<file path="src/hw/rtl/separable_box_blur_assert.svh">
// Assertion macros shared by the blur block.
`ifndef SEPARABLE_BOX_BLUR_ASSERT_SVH
`define SEPARABLE_BOX_BLUR_ASSERT_SVH

// The consequent must hold in the same cycle as the antecedent.
`define SBB_ASSERT_SAME(lbl, ante, cons) \
  lbl: assert property (@(posedge clk) disable iff (rst) (ante) |-> (cons)) \
    else $error("separable_box_blur: same-cycle check failed");

// The consequent must hold in the cycle after the antecedent.
`define SBB_ASSERT_NEXT(lbl, ante, cons) \
  lbl: assert property (@(posedge clk) disable iff (rst) (ante) |=> (cons)) \
    else $error("separable_box_blur: next-cycle check failed");

`endif

</file>
<file path="src/hw/rtl/sbb_pkg.sv">
package sbb_pkg;

  // Per-channel window sums hold up to 65 * 255, enough for a radius of 32.
  localparam int SUM_W = 15;

  // Reciprocal scaling: floor(sum / d) == (sum * RECIP[r]) >> RECIP_K for every sum in range.
  localparam int RECIP_K   = 21;
  localparam int RECIP_W   = 22;
  localparam int RAD_IDX_W = 6;
  localparam int RAD_LIMIT = 32;
  localparam int TWO_K     = 2 ** RECIP_K;

  // Job fields are sized for the largest frame and radius the block supports.
  localparam int COL_MAX_W  = 12;
  localparam int SLOT_MAX_W = 7;

  // Configuration port.
  localparam int CFG_DATA_W  = 11;
  localparam int CFG_INDEX_W = 2;

  typedef enum logic [CFG_INDEX_W-1:0] {
    REG_RADIUS,
    REG_FRAME_WIDTH,
    REG_FRAME_HEIGHT
  } cfg_reg_t;

  localparam logic [RECIP_W-1:0] RECIP [0:RAD_LIMIT] = '{
    RECIP_W'((TWO_K + 0) / 1),   RECIP_W'((TWO_K + 2) / 3),   RECIP_W'((TWO_K + 4) / 5),
    RECIP_W'((TWO_K + 6) / 7),   RECIP_W'((TWO_K + 8) / 9),   RECIP_W'((TWO_K + 10) / 11),
    RECIP_W'((TWO_K + 12) / 13), RECIP_W'((TWO_K + 14) / 15), RECIP_W'((TWO_K + 16) / 17),
    RECIP_W'((TWO_K + 18) / 19), RECIP_W'((TWO_K + 20) / 21), RECIP_W'((TWO_K + 22) / 23),
    RECIP_W'((TWO_K + 24) / 25), RECIP_W'((TWO_K + 26) / 27), RECIP_W'((TWO_K + 28) / 29),
    RECIP_W'((TWO_K + 30) / 31), RECIP_W'((TWO_K + 32) / 33), RECIP_W'((TWO_K + 34) / 35),
    RECIP_W'((TWO_K + 36) / 37), RECIP_W'((TWO_K + 38) / 39), RECIP_W'((TWO_K + 40) / 41),
    RECIP_W'((TWO_K + 42) / 43), RECIP_W'((TWO_K + 44) / 45), RECIP_W'((TWO_K + 46) / 47),
    RECIP_W'((TWO_K + 48) / 49), RECIP_W'((TWO_K + 50) / 51), RECIP_W'((TWO_K + 52) / 53),
    RECIP_W'((TWO_K + 54) / 55), RECIP_W'((TWO_K + 56) / 57), RECIP_W'((TWO_K + 58) / 59),
    RECIP_W'((TWO_K + 60) / 61), RECIP_W'((TWO_K + 62) / 63), RECIP_W'((TWO_K + 64) / 65)
  };

  function automatic logic [RECIP_W-1:0] recip(input logic [RAD_IDX_W-1:0] r);
    return RECIP[r];
  endfunction

  // Input word.
  typedef struct packed {
    logic       func;
    logic [7:0] red;
    logic [7:0] green;
    logic [7:0] blue;
  } pixel_t;

  // Output word.
  typedef struct packed {
    logic [7:0] out_red;
    logic [7:0] out_green;
    logic [7:0] out_blue;
    logic       frame_last;
  } result_t;

  // One vertical step handed from the front end to the back end.
  typedef struct packed {
    logic                  drain;
    logic                  first_row;
    logic                  out_en;
    logic                  last;
    logic [COL_MAX_W-1:0]  col;
    logic [SLOT_MAX_W-1:0] wr_slot;
    logic [SLOT_MAX_W-1:0] old_slot;
    logic [SLOT_MAX_W-1:0] bot_slot;
    logic [2:0][7:0]       pix;
  } job_t;

  typedef struct packed {
    logic busy;
    logic drain_phase;
  } front_status_t;

endpackage

</file>
<file path="src/hw/rtl/sbb_front.sv">
module sbb_front import sbb_pkg::*; #(
  parameter int MAX_WIDTH  = 1024,
  parameter int MAX_HEIGHT = 1024,
  parameter int MAX_RADIUS = 8
) (
  input  logic                                     clk,
  input  logic                                     rst,
  input  logic                                     restart,
  input  logic [$clog2(MAX_RADIUS+1)-1:0]          r,
  input  logic [$clog2(MAX_WIDTH)-1:0]             w_last,
  input  logic [$clog2(MAX_HEIGHT+MAX_RADIUS)-1:0] h_last,
  input  logic                                     pixel_valid,
  output logic                                     pixel_ready,
  input  pixel_t                                   pixel,
  output logic                                     push_valid,
  input  logic                                     push_ready,
  output job_t                                     push_job,
  output front_status_t                            status
);

  localparam int CW     = $clog2(MAX_WIDTH);
  localparam int RW     = $clog2(MAX_HEIGHT + MAX_RADIUS);
  localparam int RDW    = $clog2(MAX_RADIUS + 1);
  localparam int VXW    = $clog2(MAX_WIDTH + MAX_RADIUS);
  localparam int WIN    = 2 * MAX_RADIUS + 1;
  localparam int SW     = $clog2(WIN);
  localparam int PROD_W = SUM_W + RECIP_W;

  typedef enum logic [2:0] {F_IDLE, F_ADD, F_MUL, F_PUSH, F_DRAIN} state_t;

  state_t                     state;
  logic [CW-1:0]              x;
  logic [RW-1:0]              y;
  logic [SW-1:0]              cslot;
  logic [SW-1:0]              yslot;
  logic [SW-1:0]              bslot;
  logic [VXW-1:0]             vx;
  logic [SW-1:0]              vslot;
  logic [RDW-1:0]             k;
  logic                       row_end;
  logic [2:0][7:0]            pix;
  logic [23:0]                row_win [WIN];
  logic [2:0][SUM_W-1:0]      hsum;
  logic [2:0][PROD_W-1:0]     prod;

  logic [RDW:0]               twor;
  logic [RDW:0]               div;
  logic [SW:0]                div_ext;
  logic [RECIP_W-1:0]         recip_val;
  logic                       drain_phase;
  logic                       y_wrap;
  logic                       vx_past_win;
  logic                       vx_out;
  logic                       y_past_win;
  logic                       y_out;
  logic [CW-1:0]              u;
  logic [SW-1:0]              old_h;
  logic [SW-1:0]              old_v;
  logic [2:0][7:0]            old_pix;
  logic [2:0][SUM_W-1:0]      hsum_next;
  logic [2:0][7:0]            h_avg;
  logic [CW-1:0]              job_col;
  logic                       accept;

  function automatic logic [SW-1:0] slot_back(input logic [SW-1:0] s, input logic [SW:0] d);
    logic [SW:0] se;
    se = {1'b0, s};
    if (se >= d) begin
      return SW'(se - d);
    end
    return SW'(se + (SW+1)'(WIN) - d);
  endfunction

  function automatic logic [SW-1:0] slot_inc(input logic [SW-1:0] s);
    return (s == SW'(WIN - 1)) ? '0 : s + 1'b1;
  endfunction

  // Window geometry and phase decode.
  assign twor        = {r, 1'b0};
  assign div         = twor + 1'b1;
  assign div_ext     = (SW+1)'(div);
  assign recip_val   = recip(RAD_IDX_W'(r));
  assign drain_phase = (y > h_last);
  assign y_wrap      = ((RW+1)'(y) == (RW+1)'(h_last) + (RW+1)'(r));
  assign vx_past_win = ({1'b0, vx} > (VXW+1)'(twor));
  assign vx_out      = ({1'b0, vx} >= (VXW+1)'(r));
  assign y_past_win  = ((RW+1)'(y) > (RW+1)'(twor));
  assign y_out       = ((RW+1)'(y) >= (RW+1)'(r));
  assign u           = CW'(vx - VXW'(r));
  assign old_h       = vx_past_win ? slot_back(vslot, div_ext) : '0;
  assign old_v       = y_past_win ? slot_back(yslot, div_ext) : '0;
  assign old_pix     = row_win[old_h];
  assign job_col     = (state == F_DRAIN) ? x : u;

  // Horizontal running sum update and the scaled quotient.
  always_comb begin
    for (int c = 0; c < 3; c++) begin
      if (vx == '0) begin
        hsum_next[c] = SUM_W'(div) * SUM_W'(pix[c]);
      end else begin
        hsum_next[c] = hsum[c] + SUM_W'(pix[c]) - SUM_W'(old_pix[c]);
      end
      h_avg[c] = prod[c][RECIP_K +: 8];
    end
  end

  // Job presented to the queue.
  always_comb begin
    push_job           = '0;
    push_job.drain     = (state == F_DRAIN);
    push_job.first_row = (y == '0);
    push_job.out_en    = y_out;
    push_job.last      = y_wrap && (job_col == w_last);
    push_job.col       = COL_MAX_W'(job_col);
    push_job.wr_slot   = SLOT_MAX_W'(yslot);
    push_job.old_slot  = SLOT_MAX_W'(old_v);
    push_job.bot_slot  = SLOT_MAX_W'(bslot);
    push_job.pix       = h_avg;
  end

  assign pixel_ready        = (state == F_IDLE);
  assign accept             = pixel_valid && pixel_ready;
  assign push_valid         = ((state == F_PUSH) && vx_out) || (state == F_DRAIN);
  assign status.busy        = (state != F_IDLE);
  assign status.drain_phase = drain_phase;

  // Sequencer: classify the word, run the horizontal steps, step the position.
  always_ff @(posedge clk) begin
    if (rst || restart) begin
      state <= F_IDLE;
      x     <= '0;
      y     <= '0;
      cslot <= '0;
      yslot <= '0;
      bslot <= '0;
    end else begin
      unique case (state)
        F_IDLE: begin
          if (accept) begin
            if (!drain_phase && !pixel.func) begin
              pix     <= {pixel.blue, pixel.green, pixel.red};
              vx      <= VXW'(x);
              vslot   <= cslot;
              k       <= '0;
              row_end <= (x == w_last);
              state   <= F_ADD;
            end else if (drain_phase && pixel.func) begin
              state <= F_DRAIN;
            end
          end
        end
        F_ADD: begin
          hsum <= hsum_next;
          if (k == '0) begin
            row_win[vslot] <= pix;
          end
          state <= F_MUL;
        end
        F_MUL: begin
          for (int c = 0; c < 3; c++) begin
            prod[c] <= PROD_W'(hsum[c]) * PROD_W'(recip_val);
          end
          state <= F_PUSH;
        end
        F_PUSH, F_DRAIN: begin
          if (!push_valid || push_ready) begin
            if (state == F_PUSH && row_end && k != r) begin
              vx    <= vx + 1'b1;
              vslot <= slot_inc(vslot);
              k     <= k + 1'b1;
              state <= F_ADD;
            end else begin
              // Step to the next stream position.
              if (x == w_last) begin
                x     <= '0;
                cslot <= '0;
                if (y == h_last) begin
                  bslot <= yslot;
                end
                if (y_wrap) begin
                  y     <= '0;
                  yslot <= '0;
                end else begin
                  y     <= y + 1'b1;
                  yslot <= slot_inc(yslot);
                end
              end else begin
                x     <= x + 1'b1;
                cslot <= slot_inc(cslot);
              end
              state <= F_IDLE;
            end
          end
        end
        default: state <= F_IDLE;
      endcase
    end
  end

endmodule

</file>
<file path="config.mk">
export PLATFORM = sky130hd
export DESIGN_NAME = sbb_front
export DESIGN_NICKNAME = d
export VERILOG_FILES = /design/src/hw/rtl/separable_box_blur_assert.svh /design/src/hw/rtl/sbb_pkg.sv /design/src/hw/rtl/sbb_front.sv
export SDC_FILE = /design/constraint.sdc
export NUM_CORES = 2
export LEC_CHECK = 0
export BUFFER_PORTS_ARGS = -buffer_cell sky130_fd_sc_hd__buf_2
export CAP_MARGIN = 20
export CORE_ASPECT_RATIO = 0.7
export CORE_MARGIN = 2
export CORE_UTILIZATION = 59
export DETAILED_ROUTE_END_ITERATION = 12
export HOLD_SLACK_MARGIN = 0.1
export PLACE_DENSITY_LB_ADDON = 0.08
export SYNTH_ARGS = -nofsm -noshare
export SYNTH_HDL_FRONTEND = slang
export SYNTH_SLANG_ARGS = --single-unit
</file>
<file path="constraint.sdc">
create_clock -name clk -period 8.6 [get_ports clk]
set_clock_uncertainty 0.15 [all_clocks]
set_input_delay 1.29 -clock clk [delete_from_list [all_inputs] [get_ports clk]]
set_output_delay 1.29 -clock clk [all_outputs]
set_load 0.01 [all_outputs]
</file>
==> impl_metrics.toml <==
[floorplan]
initial_utilization = 0.5961
die_y_um = 262.0
fp-row-count = 94
core-area_mm2 = 0.09409
die_area_mm2 = 0.09758
fp.dieW_um = 372.5
ios = 120

[synth]
ys_async_sr_fraction = 0
synth_top_family_by_area = "adder cells"
yosysTopAreaCell = "edfxtp_1"
synth-compound-area-share = 0.07538
synthAdderAreaFrac = 0.3547
synth_seq_area_share = 0.2934
synth_top_area_frac = 0.2795
netlist_top_cells_area = "edfxtp_1 (28%), fa_1 (27%), ha_1 (8.3%)"
synth_edf_count = 522
synthFlopType = "edfxtp_1"
synth_area_mm2 = 0.05608
synthMuxAreaShare = 0.01178
synthSimpleGateAreaFrac = 0.1472
synth_cell_types = 88
syn_area_per_cell_um2 = 10.07
ys_ff_latch = 561
synth-xor-area-share = 0.03279
syn_inst = 5569
synth_warnings = 0

[global_routing]
antenna_found_initial = 3
track_usage = 0.3232
grt_first_pass_wirelength_um = 242400
overflow = 0
grt_pass1_vias = 41640
grt_max_degree = 73

[cts]
post_cts_resize_count = 0
post-cts-setup-buffers = 0
root_buffer = "clkbuf_16"
htreeDepth = 2
clock_latency_ns = 0.67
numCtsBuffers = 56
clock_path_buffers = 3
cts.sinks = 561
cts_tree = "done"
hold_buffers = 0
clkTransAtPathRegs_ns = 0.06

[setup_path]
crit_fanout = 14
arrival_ns = 8.24
ff2ff_path_depth = 19
cp-end-kind = "register"
critPathLaunchType = "input pin"
path_class = "in2reg"
reg2reg_setup_slack_ns = 0.91
cp.required_ns = 8.85

[power_and_ir_drop]
power_density_mw_per_mm2 = 252.2
totalPowerFinal_w = 0.01534
p_int_w = 0.008751
p_comb_frac = 0.627
p_sw_frac = 0.4293
ir_drop_mv = 0.5374
switching_power_w = 0.006584
pwr-share-seq = 0.212
clockPowerShare = 0.162
leakage_nw = 27.03

[sta]
max-slew-margin-rel = 0.3007
hold_ws_ns = 0.3431
rsz0062_at_grt = "false"
hold_viol = 0
setup_viol = 0
worst_pin_slew_ns = 1.049
tns_ns = 0
min_period_ns = 7.995
fmax_mhz = 125.1
post-route-period-util = 0.9297
maxSlewViolCount = 0

[place]
place_congestion = 0.9234
hpwl_um = 113000
dpl_cell_area_mm2 = 0.05901
io_buffer_count = 111
placed_cells = 6857

[finish]
layout.nets = 6857
instances_no_fill = 6964
fin_area_mm2 = 0.06082
drive_above_1_share = 0.08119
areaGrowthSynthToFinish_pct = 8.440

[route]
wl_per_cell_um = 21.77
drc = 0
vias = 40440
drt_iter0_drc = 4349
ant_nets = 0
firstDrtPassIters = 5
vias_per_cell = 5.806
wirelength_um = 151600

[worst_hold_path]
worstHoldPathCells = 2
min_path_type = "reg2reg"

[run]
cap_violations = 0

[run_status]
status = "finished clean"
cells in the final DEF (no fill, tap or decap), types with 12 or more instances in the layout:
cell       instances
inv_1            944
fa_1             760
nand2_1          734
edfxtp_1         522
ha_1             374
nor2_1           288
and2_1           286
buf_4            176
a21oi_1          157
xnor2_1          125
buf_2            110
nand3_1          108
nor3_1           101
xor2_1            85
o21ai_0           77
a211oi_1          76
and3_1            60
mux2i_1           59
clkbuf_16         56
nand4_1           54
dfxtp_1           39
a21o_1            37
nand2b_1          33
nor2_2            26
a32oi_1           24
a31oi_1           23
o21a_1            22
a211o_1           22
o221ai_1          21
a2111o_1          20
o22a_1            19
nor2b_1           18
buf_12            18
or3_1             15
clkinv_1          13
o21bai_1          12
synthesized netlist by cell type, types with 37 or more instances:
library cell and instances:
xor2_1 85, clkbuf_1 194, xnor2_1 125, nand2_1 734, buf_2 38, and3_1 60, nor3_1 103, a211oi_1 77
ha_1 374, a21o_1 37, nor2_1 315, fa_1 760, o21ai_0 79, mux2i_1 60, nand3_1 108, dfxtp_1 39
and2_1 286, edfxtp_1 522, inv_1 944, a21oi_1 159, nand4_1 54
power by group through the flow:
| stage | combinational, W | clock (W) | sequential, W |
|---|---|---|---|
| 2_1_floorplan | 0.00711 | 0 | 0.00328 |
| 3_3_place_gp | 0.00940 | 0 | 0.00330 |
| 3_5_place_dp | 0.00957 | 0 | 0.00330 |
| 4_1_cts | 0.00967 | 0.00251 | 0.00324 |
| 5_1_grt | 0.0112 | 0.00261 | 0.00325 |
| 6_report | 0.00961 | 0.00248 | 0.00324 |
final timing paths:
path,startpoint,end
worst max register to register,hsum[31],push_job[23]
worst min register to register,bslot[0],bslot[0]
worst min-delay path,bslot[0],bslot[0]
worst max-delay path,r[0],push_job[23]
metal layers:
| layer | global-route usage | routed length, um | up-vias |
|---|---|---|---|
| li1 | - | - | 18220 |
| met1 | 0.5065 | 69210 | 20080 |
| met2 | 0.4684 | 63490 | 1948 |
| met3 | 0.06891 | 16410 | 183 |
| met4 | 0.05656 | 2515 | 2 |
| met5 | 0 | 13 | - |
per-stage QoR:
step,worst slack [ns],util
final,0.6049,0.6464
after global routing,0.2949,0.6463
after CTS,0.6462,0.6462
after detailed placement,-0.05269,0.6271
after global placement,0.1284,0.6271
after floorplan,0.006153,-
worst max-delay path: stages:
cell      delay, ns
buf_2          0.15
buf_4          0.22
ha_1           0.24
nand2_1        0.09
o21ai_0        0.14
a21oi_4        0.48
buf_12         0.18
buf_4          0.17
nand2_1        0.09
fa_1           0.51
fa_1           0.55
inv_1          0.06
fa_1           0.55
fa_1           0.43
fa_1           0.49
inv_1          0.05
fa_1           0.48
inv_1          0.04
ha_1           0.28
nand4_1        0.10
nor2_1         0.20
o211ai_1       0.15
o311a_1        0.45
o31ai_2        0.39
nor4_1         0.08
nor3_1         0.27
xnor2_1        0.11
state kept, by name, summed over array words and instances (netlist names):
signal,count
bslot,5
cslot,5
hsum,45
row_end,1
vx,11
y,11
vslot,5
row_win,408
x,10
pix,24
yslot,5
push_job,24
k,4
state,3
cell families (layout without fill, tap and decap cells):
group | after synthesis | after routing
adder cells (fa/ha/maj) | 1134 | 1134
XOR/XNOR | 210 | 210
multiplexers | 64 | 64
flip-flops | 561 | 561
buffers and inverters | 1218 | 1357
AND/OR/NAND/NOR | 1771 | 1771
AO/OA/AOI/OAI | 610 | 610
other | 1 | 9
layout make-up:
cell class	instances	area, um2
sequential	561	16460
tap	1248	1562
clock buffer	68	1456
inverter	947	3555
timing repair buffer	305	2243
clock inverter	37	341.6
fill	7724	33270
antenna	1	2.502
multi-input combinational	3797	35200
Power figures use the tool's default switching activity.
