===== config.mk =====
export PLATFORM = sky130hd
export DESIGN_NAME = sbb_queue
export DESIGN_NICKNAME = d
export VERILOG_FILES = /design/src/hw/rtl/separable_box_blur_assert.svh /design/src/hw/rtl/sbb_pkg.sv /design/src/hw/rtl/sbb_queue.sv
export SDC_FILE = /design/constraint.sdc
export NUM_CORES = 1
export LEC_CHECK = 0
export ABC_AREA = 1
export ABC_CLOCK_PERIOD_IN_PS = 5390
export BUFFER_PORTS_ARGS = -buffer_cell sky130_fd_sc_hd__buf_2
export CAP_MARGIN = 20
export CORE_ASPECT_RATIO = 1.5
export CORE_UTILIZATION = 45
export CTS_CLUSTER_DIAMETER = 120
export DETAILED_ROUTE_END_ITERATION = 6
export PLACE_DENSITY_LB_ADDON = 0.15
export SYNTH_ARGS = -nofsm -noshare
export SYNTH_HDL_FRONTEND = slang
export SYNTH_SLANG_ARGS = --single-unit

===== constraint.sdc =====
create_clock -name clk -period 5.39 [get_ports clk]
set_clock_uncertainty 0.2 [all_clocks]
set_input_delay 0.539 -clock clk [delete_from_list [all_inputs] [get_ports clk]]
set_output_delay 0.539 -clock clk [all_outputs]
set_load 0.03 [all_outputs]

===== src/hw/rtl/separable_box_blur_assert.svh =====
// Assertion macros shared by the blur block.
`ifndef SEPARABLE_BOX_BLUR_ASSERT_SVH
`define SEPARABLE_BOX_BLUR_ASSERT_SVH

// The consequent must hold in the same cycle as the antecedent.
`define SBB_ASSERT_SAME(lbl, ante, cons) \
  lbl: assert property (@(posedge clk) disable iff (rst) (ante) |-> (cons)) \
    else $error("separable_box_blur: same-cycle check failed");

// The consequent must hold in the cycle after the antecedent.
`define SBB_ASSERT_NEXT(lbl, ante, cons) \
  lbl: assert property (@(posedge clk) disable iff (rst) (ante) |=> (cons)) \
    else $error("separable_box_blur: next-cycle check failed");

`endif


===== src/hw/rtl/sbb_pkg.sv =====
package sbb_pkg;

  // Per-channel window sums hold up to 65 * 255, enough for a radius of 32.
  localparam int SUM_W = 15;

  // Reciprocal scaling: floor(sum / d) == (sum * RECIP[r]) >> RECIP_K for every sum in range.
  localparam int RECIP_K   = 21;
  localparam int RECIP_W   = 22;
  localparam int RAD_IDX_W = 6;
  localparam int RAD_LIMIT = 32;
  localparam int TWO_K     = 2 ** RECIP_K;

  // Job fields are sized for the largest frame and radius the block supports.
  localparam int COL_MAX_W  = 12;
  localparam int SLOT_MAX_W = 7;

  // Configuration port.
  localparam int CFG_DATA_W  = 11;
  localparam int CFG_INDEX_W = 2;

  typedef enum logic [CFG_INDEX_W-1:0] {
    REG_RADIUS,
    REG_FRAME_WIDTH,
    REG_FRAME_HEIGHT
  } cfg_reg_t;

  localparam logic [RECIP_W-1:0] RECIP [0:RAD_LIMIT] = '{
    RECIP_W'((TWO_K + 0) / 1),   RECIP_W'((TWO_K + 2) / 3),   RECIP_W'((TWO_K + 4) / 5),
    RECIP_W'((TWO_K + 6) / 7),   RECIP_W'((TWO_K + 8) / 9),   RECIP_W'((TWO_K + 10) / 11),
    RECIP_W'((TWO_K + 12) / 13), RECIP_W'((TWO_K + 14) / 15), RECIP_W'((TWO_K + 16) / 17),
    RECIP_W'((TWO_K + 18) / 19), RECIP_W'((TWO_K + 20) / 21), RECIP_W'((TWO_K + 22) / 23),
    RECIP_W'((TWO_K + 24) / 25), RECIP_W'((TWO_K + 26) / 27), RECIP_W'((TWO_K + 28) / 29),
    RECIP_W'((TWO_K + 30) / 31), RECIP_W'((TWO_K + 32) / 33), RECIP_W'((TWO_K + 34) / 35),
    RECIP_W'((TWO_K + 36) / 37), RECIP_W'((TWO_K + 38) / 39), RECIP_W'((TWO_K + 40) / 41),
    RECIP_W'((TWO_K + 42) / 43), RECIP_W'((TWO_K + 44) / 45), RECIP_W'((TWO_K + 46) / 47),
    RECIP_W'((TWO_K + 48) / 49), RECIP_W'((TWO_K + 50) / 51), RECIP_W'((TWO_K + 52) / 53),
    RECIP_W'((TWO_K + 54) / 55), RECIP_W'((TWO_K + 56) / 57), RECIP_W'((TWO_K + 58) / 59),
    RECIP_W'((TWO_K + 60) / 61), RECIP_W'((TWO_K + 62) / 63), RECIP_W'((TWO_K + 64) / 65)
  };

  function automatic logic [RECIP_W-1:0] recip(input logic [RAD_IDX_W-1:0] r);
    return RECIP[r];
  endfunction

  // Input word.
  typedef struct packed {
    logic       func;
    logic [7:0] red;
    logic [7:0] green;
    logic [7:0] blue;
  } pixel_t;

  // Output word.
  typedef struct packed {
    logic [7:0] out_red;
    logic [7:0] out_green;
    logic [7:0] out_blue;
    logic       frame_last;
  } result_t;

  // One vertical step handed from the front end to the back end.
  typedef struct packed {
    logic                  drain;
    logic                  first_row;
    logic                  out_en;
    logic                  last;
    logic [COL_MAX_W-1:0]  col;
    logic [SLOT_MAX_W-1:0] wr_slot;
    logic [SLOT_MAX_W-1:0] old_slot;
    logic [SLOT_MAX_W-1:0] bot_slot;
    logic [2:0][7:0]       pix;
  } job_t;

  typedef struct packed {
    logic busy;
    logic drain_phase;
  } front_status_t;

endpackage


===== src/hw/rtl/sbb_queue.sv =====
module sbb_queue import sbb_pkg::*; #(
  parameter int DEPTH = 4
) (
  input  logic clk,
  input  logic rst,
  input  logic push_valid,
  output logic push_ready,
  input  job_t push_job,
  output logic pop_valid,
  input  logic pop_ready,
  output job_t pop_job
);

  localparam int PW = $clog2(DEPTH);

  job_t            slots [DEPTH];
  logic [PW-1:0]   wr_ptr;
  logic [PW-1:0]   rd_ptr;
  logic [PW:0]     count;
  logic            do_push;
  logic            do_pop;

  assign push_ready = (count != (PW+1)'(DEPTH));
  assign pop_valid  = (count != '0);
  assign pop_job    = slots[rd_ptr];
  assign do_push    = push_valid && push_ready;
  assign do_pop     = pop_valid && pop_ready;

  // Circular buffer of jobs.
  always_ff @(posedge clk) begin
    if (rst) begin
      wr_ptr <= '0;
      rd_ptr <= '0;
      count  <= '0;
    end else begin
      if (do_push) begin
        slots[wr_ptr] <= push_job;
        wr_ptr <= (wr_ptr == PW'(DEPTH - 1)) ? '0 : wr_ptr + 1'b1;
      end
      if (do_pop) begin
        rd_ptr <= (rd_ptr == PW'(DEPTH - 1)) ? '0 : rd_ptr + 1'b1;
      end
      if (do_push && !do_pop) begin
        count <= count + 1'b1;
      end else if (do_pop && !do_push) begin
        count <= count - 1'b1;
      end
    end
  end

endmodule


==> results of run 1 <==
-- cell families (layout without fill, tap and decap cells) --
kind of cell	count (synthesis)	count (layout)
flops	253	253
compound gates	186	186
simple gates	158	158
buf+inv	54	196
fa+ha+maj	7	7
xor+xnor	1	1
other cells	0	2
-- power by group through the flow --
stage	sequential [W]	clock, W	combinational [W]
after floorplan	0.00238	0	0.00153
after global placement	0.00238	0	0.00200
after detailed placement	0.00239	0	0.00204
after CTS	0.00234	0.00170	0.00204
after global routing	0.00235	0.00177	0.00220
final	0.00234	0.00166	0.00202
-- synth_stat cells --
cell type  number  share of area [%]
xor2_1          1              0.086
o22ai_1        21                1.3
o21ai_1        30                1.5
fa_1            1               0.20
buf_6           3               0.33
nor2_1         99                3.7
buf_12          5               0.99
buf_4           1              0.074
clkbuf_1       11               0.41
nor2_4         40                4.4
dfxtp_1         9                1.8
o21ai_0        92                4.5
nand4_1         1              0.062
inv_1          14               0.52
ha_1            6               0.74
buf_8           2               0.30
o22ai_2        40                4.9
buf_2          16               0.79
nand3_1         1              0.049
edfxtp_1      244                 72
nand2_1        15               0.56
inv_2           2              0.074
o21ai_2         1              0.086
nand3b_1        2               0.15
a21oi_1         2              0.099
-- per-stage QoR --
| stage | total power, W | hold slack [ns] | util, % |
|---|---|---|---|
| floorplan | 0.00391 | 0.283 | - |
| finish | 0.00602 | 0.0466 | 53.8 |
| CTS | 0.00608 | 0.0303 | 53.5 |
| global placement | 0.00438 | 0.302 | 49.9 |
| detailed placement | 0.00443 | 0.322 | 50.0 |
| global route | 0.00632 | 0.0248 | 53.8 |
-- critical path: stages (launching register included) --
cell and delay, ns:
dfxtp_4 0.37, inv_6 0.73, buf_4 0.46, o21ai_0 0.16, o22ai_2 0.15, buf_2 0.23
-- cell usage in the layout, fill, tap and decap left out, types with 8 or more instances in the layout --
master / n
buf_2: 127
buf_4: 8
clkbuf_16: 23
edfxtp_1: 244
inv_1: 14
nand2_1: 15
nor2_1: 95
nor2_4: 44
o21ai_0: 92
o21ai_1: 30
o22ai_1: 21
o22ai_2: 40
-- registers in the layout, summed over array words and instances (netlist names), named ones only --
| name | count |
|---|---|
| count | 3 |
| rd_ptr | 2 |
| slots | 244 |
| wr_ptr | 2 |
-- cell type report --
| type | instances | area [sq um] |
|---|---|---|
| fill | 1797 | 10100 |
| sequential | 253 | 7510 |
| multi-input combinational | 352 | 2300 |
| timing repair buffer | 139 | 783 |
| clock buffer | 24 | 579 |
| tap | 272 | 340 |
| clock inverter | 17 | 198 |
| inverter | 16 | 65.1 |
| antenna | 2 | 5.00 |
-- layer usage --
layer	routed length, microns	up-vias	track usage [%]
met3	929	24	3.36
li1	-	2716	-
met5	17	-	0
met4	267	4	4.24
met1	8240	2860	20.9
met2	10700	113	32.8
-- path summary, 6_finish.rpt --
check	from	to	slack, ns	cells past startpoint
worst max-delay path	flip-flop	pop_job[2]	2.02	5
worst min-delay path	rst	count[0]	0.05	2
worst max register to register	count[0]	slots[1][40]	2.41	7
worst min register to register	rd_ptr[1]	flip-flop	0.34	2
==> flow_summary.toml, run 1 <==
[outcome]
status = "complete, no violations"

[grt]
grt_antenna_before_repair = 3
track_usage_pct = 17.6
grt_max_degree = 122
grt_pass1_wl_microns = 31600
overflow = 0
grt_pass1_vias = 5793

[clocking]
clk_pin_slew_ns = 0.06
clock_sinks = 253
postCtsSetupBuffers = 0
htree_levels = 1
clock-root-buffer = "clkbuf_16"
cts_buffer_depth = 3
clkLatencyLatePin_ns = 0.49
cts_hold_buf = 0
cts.repair.resized = 0
cts-buffers-inserted = 23
cts_tree = "done"

[route]
num_vias = 5717
wire_per_inst_microns = 18.7
drc_errors = 0
vias_per_cell = 5.32
initialDrtViolationCount = 314
dr.pass1.iters = 4
totalWireLength_microns = 20200
postRouteAntennaNets = 0

[logic_synthesis]
synth_top_family_by_area = "compound AO/OA/AOI/OAI gates"
yosysSeqAreaShare_pct = 74.1
synthCells = 659
synth_adder_area_share_pct = 0.939
synth-simple-area-share_pct = 8.93
yosysWarningCount = 0
ys_types = 25
syn_area_sq_um = 10100
synth_xor_area_share_pct = 0.0865
yosys-mux-area-fraction_pct = 0
synth_nets = 731
synth_compound_area_share_pct = 12.5
synth-seq-cells = 253
syn_area_per_cell_sq_um = 15.4

[place]
dp.final_hpwl_microns = 11900
dp.cells = 1029
placed_area_sq_um = 10900
gp_congestion = 0.730
dpl_worst_slack_ns = 2.22
io_buffers = 127

[layout]
instances_no_fill = 1075
layout.nets = 857
syn_to_final_growth_pct = 16.3
stdcell_area_sq_um = 11800
final_layout_size_suffix_gt1_share_pct = 33.3

[sta]
hold_viol_final = 0
fmax_ghz = 0.297
slew_violations = 0
setup_slack_ns = 2.02
slew_headroom_pct = 31.6
fin_tns_setup_ns = 0
finalCritPeriodShare_pct = 62.6
finalCriticalPeriod_ns = 3.37
grt_setup_unrepaired = "false"
setup_viol = 0
tightest_slew_ns = 1.03

[floorplanning]
die_y_microns = 186
fp.coreArea_sq_um = 21900
die_w_microns = 125
start_util_pct = 46.3
dieArea_sq_um = 23100
row_count = 66
ios = 128

[pwr]
p_per_area_nw_per_um2 = 511
p_sw_share_pct = 36.1
leakagePower_nw = 4.05
peakVddDrop_mv = 0.384
p_clk_share_pct = 27.5
p_int_w = 0.00385
pwr-share-comb_pct = 33.6
switching_power_w = 0.00217
seqPwrFrac_pct = 38.9

[worst_setup_path]
worstPathRequired_ns = 4.65
worstSetupStartpointType = "flip-flop"
crit_fanout = 92
worstPathArrival_ns = 2.63
critPathKind = "flip-flop to primary output"
cp-end-kind = "primary output"

[worst_hold_path]
hp-class = "input port to flip-flop"

[run]
drv_cap = 0
(Power assumes the default switching activity.)
==> run 2, diff against run 1 <==
--- a/config.mk
+++ b/config.mk
@@ -6,7 +6,7 @@
 export NUM_CORES = 1
 export LEC_CHECK = 0
 export ABC_AREA = 1
-export ABC_CLOCK_PERIOD_IN_PS = 5390
+export ABC_CLOCK_PERIOD_IN_PS = 3300
 export BUFFER_PORTS_ARGS = -buffer_cell sky130_fd_sc_hd__buf_2
 export CAP_MARGIN = 20
 export CORE_ASPECT_RATIO = 1.5
==> constraint.sdc (replaced) <==
create_clock -name clk -period 3.3 [get_ports clk]
set_clock_uncertainty 0.2 [all_clocks]
set_input_delay 0.33 -clock clk [delete_from_list [all_inputs] [get_ports clk]]
set_output_delay 0.33 -clock clk [all_outputs]
set_load 0.03 [all_outputs]
==> run 2 against run 1 <==
Net effect: sequential power rose by 66%; count of clock-buffer cells in the layout up 4; sequential share of layout area decreased by 4.1 points; setup slack got worse by 1.8 ns; wire length rose by 5.5%; global-route usage rose by 0.66 points; die area did not move; via count increased by 5.9%; largest power group unchanged; first-iteration DRC count grew 8.9%; final cell count up 6.3%; final area grew 6.8%.
==> flow_summary.toml, run 2 (synthesis gave the netlist of run 1 again) <==
[worst_setup_path]
worstSetupStartpointType = "flip-flop"
worstPathRequired_ns = 2.77
crit_slowest_cell = "dfxtp_4"
worstPathArrival_ns = 2.55
worst_r2r_path_depth = 7
critPathMaxStageDelay_ns = 0.71
cp.depth = 4
crit_family = "buffers and inverters"
cp-end-kind = "primary output"
critPathKind = "flip-flop to primary output"
crit_fanout = 56
crit_chain = "buf_4 > o21ai_0 > o22ai_1 > buf_2"
r2r_start = "count[0]"
path_buf_inv = 2

[sta]
hold_viol_final = 0
grt_setup_unrepaired = "false"
setup_viol = 0
worst_hold_slack_ns = 0.328
tightest_slew_ns = 0.600
setup_slack_ns = 0.218
fmax_ghz = 0.324
finalCritPeriodShare_pct = 93.4
slew_headroom_pct = 59.9
slew_violations = 0
finalCriticalPeriod_ns = 3.08

[clocking]
cts_tree = "done"
clk_pin_slew_ns = 0.06
cts-buffers-inserted = 24
cts_buffer_depth = 3
cts.repair.resized = 0
clock_sinks = 253
cts_hold_buf = 64
clock-root-buffer = "clkbuf_16"
clkLatencyLatePin_ns = 0.51
postCtsSetupBuffers = 0
htree_levels = 1

[worst_hold_path]
timing.hold.worst.start = "count[1]"
holdPathStages = 2
hp-class = "flip-flop to flip-flop"

[layout]
layout_common_cells = "244 x edfxtp_1, 127 x buf_2, 95 x nor2_1, 92 x o21ai_0, 64 x dlygate4sd3_1"
largest_reg_flops = 244
largest_register = "slots"
utilization_pct = 57.5
nFillCells = 1678
final_layout_size_suffix_gt1_share_pct = 31.0
syn_to_final_growth_pct = 24.2
layout.nets = 925
final_common_cell = "edfxtp_1"
stdcell_area_sq_um = 12600
reg_top3 = "slots (244), count (3)"
diodes = 0

[floorplanning]
fp.coreArea_sq_um = 21900
die_w_microns = 125
die_y_microns = 186
dieArea_sq_um = 23100
start_util_pct = 46.3
ios = 128
row_count = 66

[grt]
overflow = 0
track_usage_pct = 18.3
grt_pass1_wl_microns = 32800
grt_max_degree = 62
grt_pass1_vias = 6128
grt_antenna_before_repair = 1

[place]
dpl_worst_slack_ns = 0.721
gp_congestion = 0.757
io_buffers = 127
dp.final_hpwl_microns = 12300
placed_area_sq_um = 11100

[route]
totalWireLength_microns = 21300
initialDrtViolationCount = 342
drc_errors = 0
vias_per_cell = 5.30
dr.pass1.iters = 4
num_vias = 6053
wire_per_inst_microns = 18.6
postRouteAntennaNets = 0

[pwr]
leakagePower_nw = 4.40
peakVddDrop_mv = 0.517
finalPower_w = 0.0103
p_per_area_nw_per_um2 = 815

[outcome]
status = "complete, no violations"

[run]
drv_cap = 0
==> run 2: power breakdown <==
part           internal, W  leakage (nW)  switching, W
Combinational     0.000999          1.67       0.00235
Sequential         0.00375          2.29      0.000132
Clock              0.00189         0.440       0.00113
==> run 2: routing by layer <==
| layer | global-route usage, % | routed length (microns) |
|---|---|---|
| met5 | 0 | 0 |
| met4 | 7.52 | 599 |
| met3 | 3.36 | 1080 |
| met2 | 33.1 | 11000 |
| met1 | 21.3 | 8550 |
==> run 2: worst paths after layout <==
path / slack, ns / to
max reg2reg: 0.86 / slots[3][50]
min reg2reg: 0.33 / count[1]
min: 0.33 / count[1]
max: 0.22 / pop_job[12]
==> run 2: worst reg2reg max path: stages (launching register included) <==
cell	delay, ns
dfxtp_1	0.40
nor2_1	0.08
nand2_1	0.13
nand2_1	0.11
inv_1	0.09
nand2_1	0.22
nor2_4	0.47
buf_12	0.37
==> run 2: cell type report <==
| type | instances | area [sq um] | area share, % |
|---|---|---|---|
| sequential | 253 | 7510 | 59.7 |
| clock buffer | 28 | 657 | 5.22 |
| clock inverter | 16 | 231 | 1.84 |
| tap | 272 | 340 | 2.70 |
| inverter | 16 | 65.1 | 0.517 |
| multi-input combinational | 352 | 2300 | 18.3 |
| timing repair buffer | 206 | 1480 | 11.7 |
==> run 2: stage by stage <==
stage	instances	TNS, ns
6_report	1143	0
2_1_floorplan	659	-232.73
3_5_place_dp	1035	0
3_3_place_gp	1035	0
5_1_grt	1143	0
4_1_cts	1143	0
==> run 3, diff against run 2 <==
--- a/config.mk
+++ b/config.mk
@@ -13,7 +13,8 @@
 export CORE_UTILIZATION = 45
 export CTS_CLUSTER_DIAMETER = 120
 export DETAILED_ROUTE_END_ITERATION = 6
-export PLACE_DENSITY_LB_ADDON = 0.15
+export PLACE_DENSITY = 0.61
+export SKIP_CTS_REPAIR_TIMING = 1
 export SYNTH_ARGS = -nofsm -noshare
 export SYNTH_HDL_FRONTEND = slang
 export SYNTH_SLANG_ARGS = --single-unit
==> run 3 against run 2 <==
Net effect: total power fell by 5.5%; via count fell by 1.1%; sequential cell count did not move; non-clock buffer count fell by 3; core utilization fell by 0.88 points; clock power fell by 19%; hold slack improved by 0.0098 ns; critical path type unchanged; largest cell class unchanged; largest power group unchanged.
==> flow_summary.toml, run 3 (synthesis gave the netlist of run 1 again) <==
[pwr]
peakVddDrop_mv = 0.571
switching_power_w = 0.00356
p_per_area_nw_per_um2 = 782
finalPower_w = 0.00969
leakagePower_nw = 4.30
p_sw_share_pct = 36.8
pwr-share-comb_pct = 35.1
seqPwrFrac_pct = 39.5
p_int_w = 0.00612
p_clk_share_pct = 25.4

[layout]
multiInputGateArea_sq_um = 2300
syn_to_final_growth_pct = 22.3
largest_register = "slots"
largest_reg_flops = 244
layout_common_cells = "244 x edfxtp_1, 127 x buf_2, 95 x nor2_1, 92 x o21ai_0, 64 x dlygate4sd3_1"
layout.nets = 922
seq_area_sq_um = 7510
nFillCells = 1764
diodes = 0
final_common_cell = "edfxtp_1"
reg_top3 = "slots (244), count (3)"
final_layout_size_suffix_gt1_share_pct = 30.0

[worst_setup_path]
cp-end-kind = "primary output"
worstSetupStartpointType = "flip-flop"
crit_fanout = 40
rrSetupSlack_ns = 0.89
crit_chain = "inv_6 > buf_4 > o21ai_0 > o22ai_1 > buf_2"
worstPathArrival_ns = 2.25
critPathMaxStageDelay_ns = 0.38
r2r-end = "slots[2][21]"
r2r_start = "count[0]"
worstPathRequired_ns = 2.77
critPathKind = "flip-flop to primary output"
crit_slowest_cell = "inv_6"
worst_r2r_path_depth = 7

[floorplanning]
row_count = 66
die_y_microns = 186
fp.coreArea_sq_um = 21900
die_w_microns = 125
dieArea_sq_um = 23100
ios = 128
start_util_pct = 46.3

[worst_hold_path]
hp-class = "flip-flop to flip-flop"
timing.hold.worst.start = "rd_ptr[1]"
holdPathStages = 2

[place]
io_buffers = 127
dp.final_hpwl_microns = 12200
dpl_worst_slack_ns = 0.870
gp_congestion = 0.722

[sta]
finalCriticalPeriod_ns = 2.78
setup_slack_ns = 0.516
setup_viol = 0
grt_setup_unrepaired = "false"
fmax_ghz = 0.359
finalCritPeriodShare_pct = 84.4
slew_headroom_pct = 55.5
slew_violations = 0
tightest_slew_ns = 0.668
hold_viol_final = 0

[route]
postRouteAntennaNets = 0
dr.pass1.iters = 4
totalWireLength_microns = 21200
initialDrtViolationCount = 410
vias_per_cell = 5.25
wire_per_inst_microns = 18.6
drc_errors = 0
num_vias = 5985

[clocking]
clk_pin_slew_ns = 0.06
clock_sinks = 253
cts_tree = "done"
clock-root-buffer = "clkbuf_16"
clkLatencyLatePin_ns = 0.50
cts-buffers-inserted = 24
cts_buffer_depth = 3
htree_levels = 1

[grt]
grt_pass1_wl_microns = 32500
overflow = 0
grt_max_degree = 123
grt_pass1_vias = 6094
track_usage_pct = 18.2
grt_antenna_before_repair = 0

[outcome]
status = "complete, no violations"

[run]
drv_cap = 0
-- run 3: changes by cell type in the layout (fill, tap and decap cells not counted), sizes merged --
cell,change
buf,-3
inv,-1
bufinv,-6
clkinv,+6
clkbuf,+1
-- run 3: routing by layer --
layer | up-vias | GRT usage (%) | share of wire (%)
li1 | 2849 | - | -
met1 | 2982 | 20.5 | 40
met2 | 132 | 34.8 | 55
met3 | 22 | 3.28 | 3.9
met4 | 0 | 5.20 | 1.5
met5 | - | 0 | 0
-- run 3: layout make-up --
type	instances	share of cell area, %
clock inverter	15	0.525
tap	272	2.75
sequential	253	60.6
multi-input combinational	352	18.6
inverter	16	0.525
timing repair buffer	203	11.8
clock buffer	29	5.17
-- run 3: how the worst max path moves through the flow --
stage	endpoint	cells past startpoint	start
finish	pop_job[12]	5	flip-flop
global route	pop_job[12]	5	flip-flop
CTS	pop_job[12]	5	flip-flop
detailed placement	slots[2][0]	7	count[0]
global placement	slots[2][0]	7	count[0]
floorplan	slots[0][0]	6	count[0]
-- run 3: worst max-delay path: cells and delay by family (launching register included) --
family | cells | cell delay [ns]
flops | 1 | 0.36
buf+inv | 3 | 1.00
compound gates | 2 | 0.36
-- run 3: power groups by stage --
stage               Clock [W]  Combinational (W)  Sequential [W]
finish                0.00246            0.00340         0.00383
detailed placement          0            0.00339         0.00389
global route          0.00265            0.00368         0.00385
floorplan                   0            0.00250         0.00389
global placement            0            0.00332         0.00388
CTS                   0.00253            0.00339         0.00383
-- run 3: stage by stage --
step                      TNS (ns)  instance area (sq um)  hold WS (ns)  std cells  utilization [%]
after floorplan            -232.73                  10100         0.202        659                -
after global placement           0                  11000         0.311       1032             50.5
after detailed placement         0                  11000         0.334       1032             50.5
after CTS                        0                  11700        -0.194       1076             53.7
after global routing             0                  12400         0.337       1140             56.6
final                            0                  12400         0.338       1140             56.6
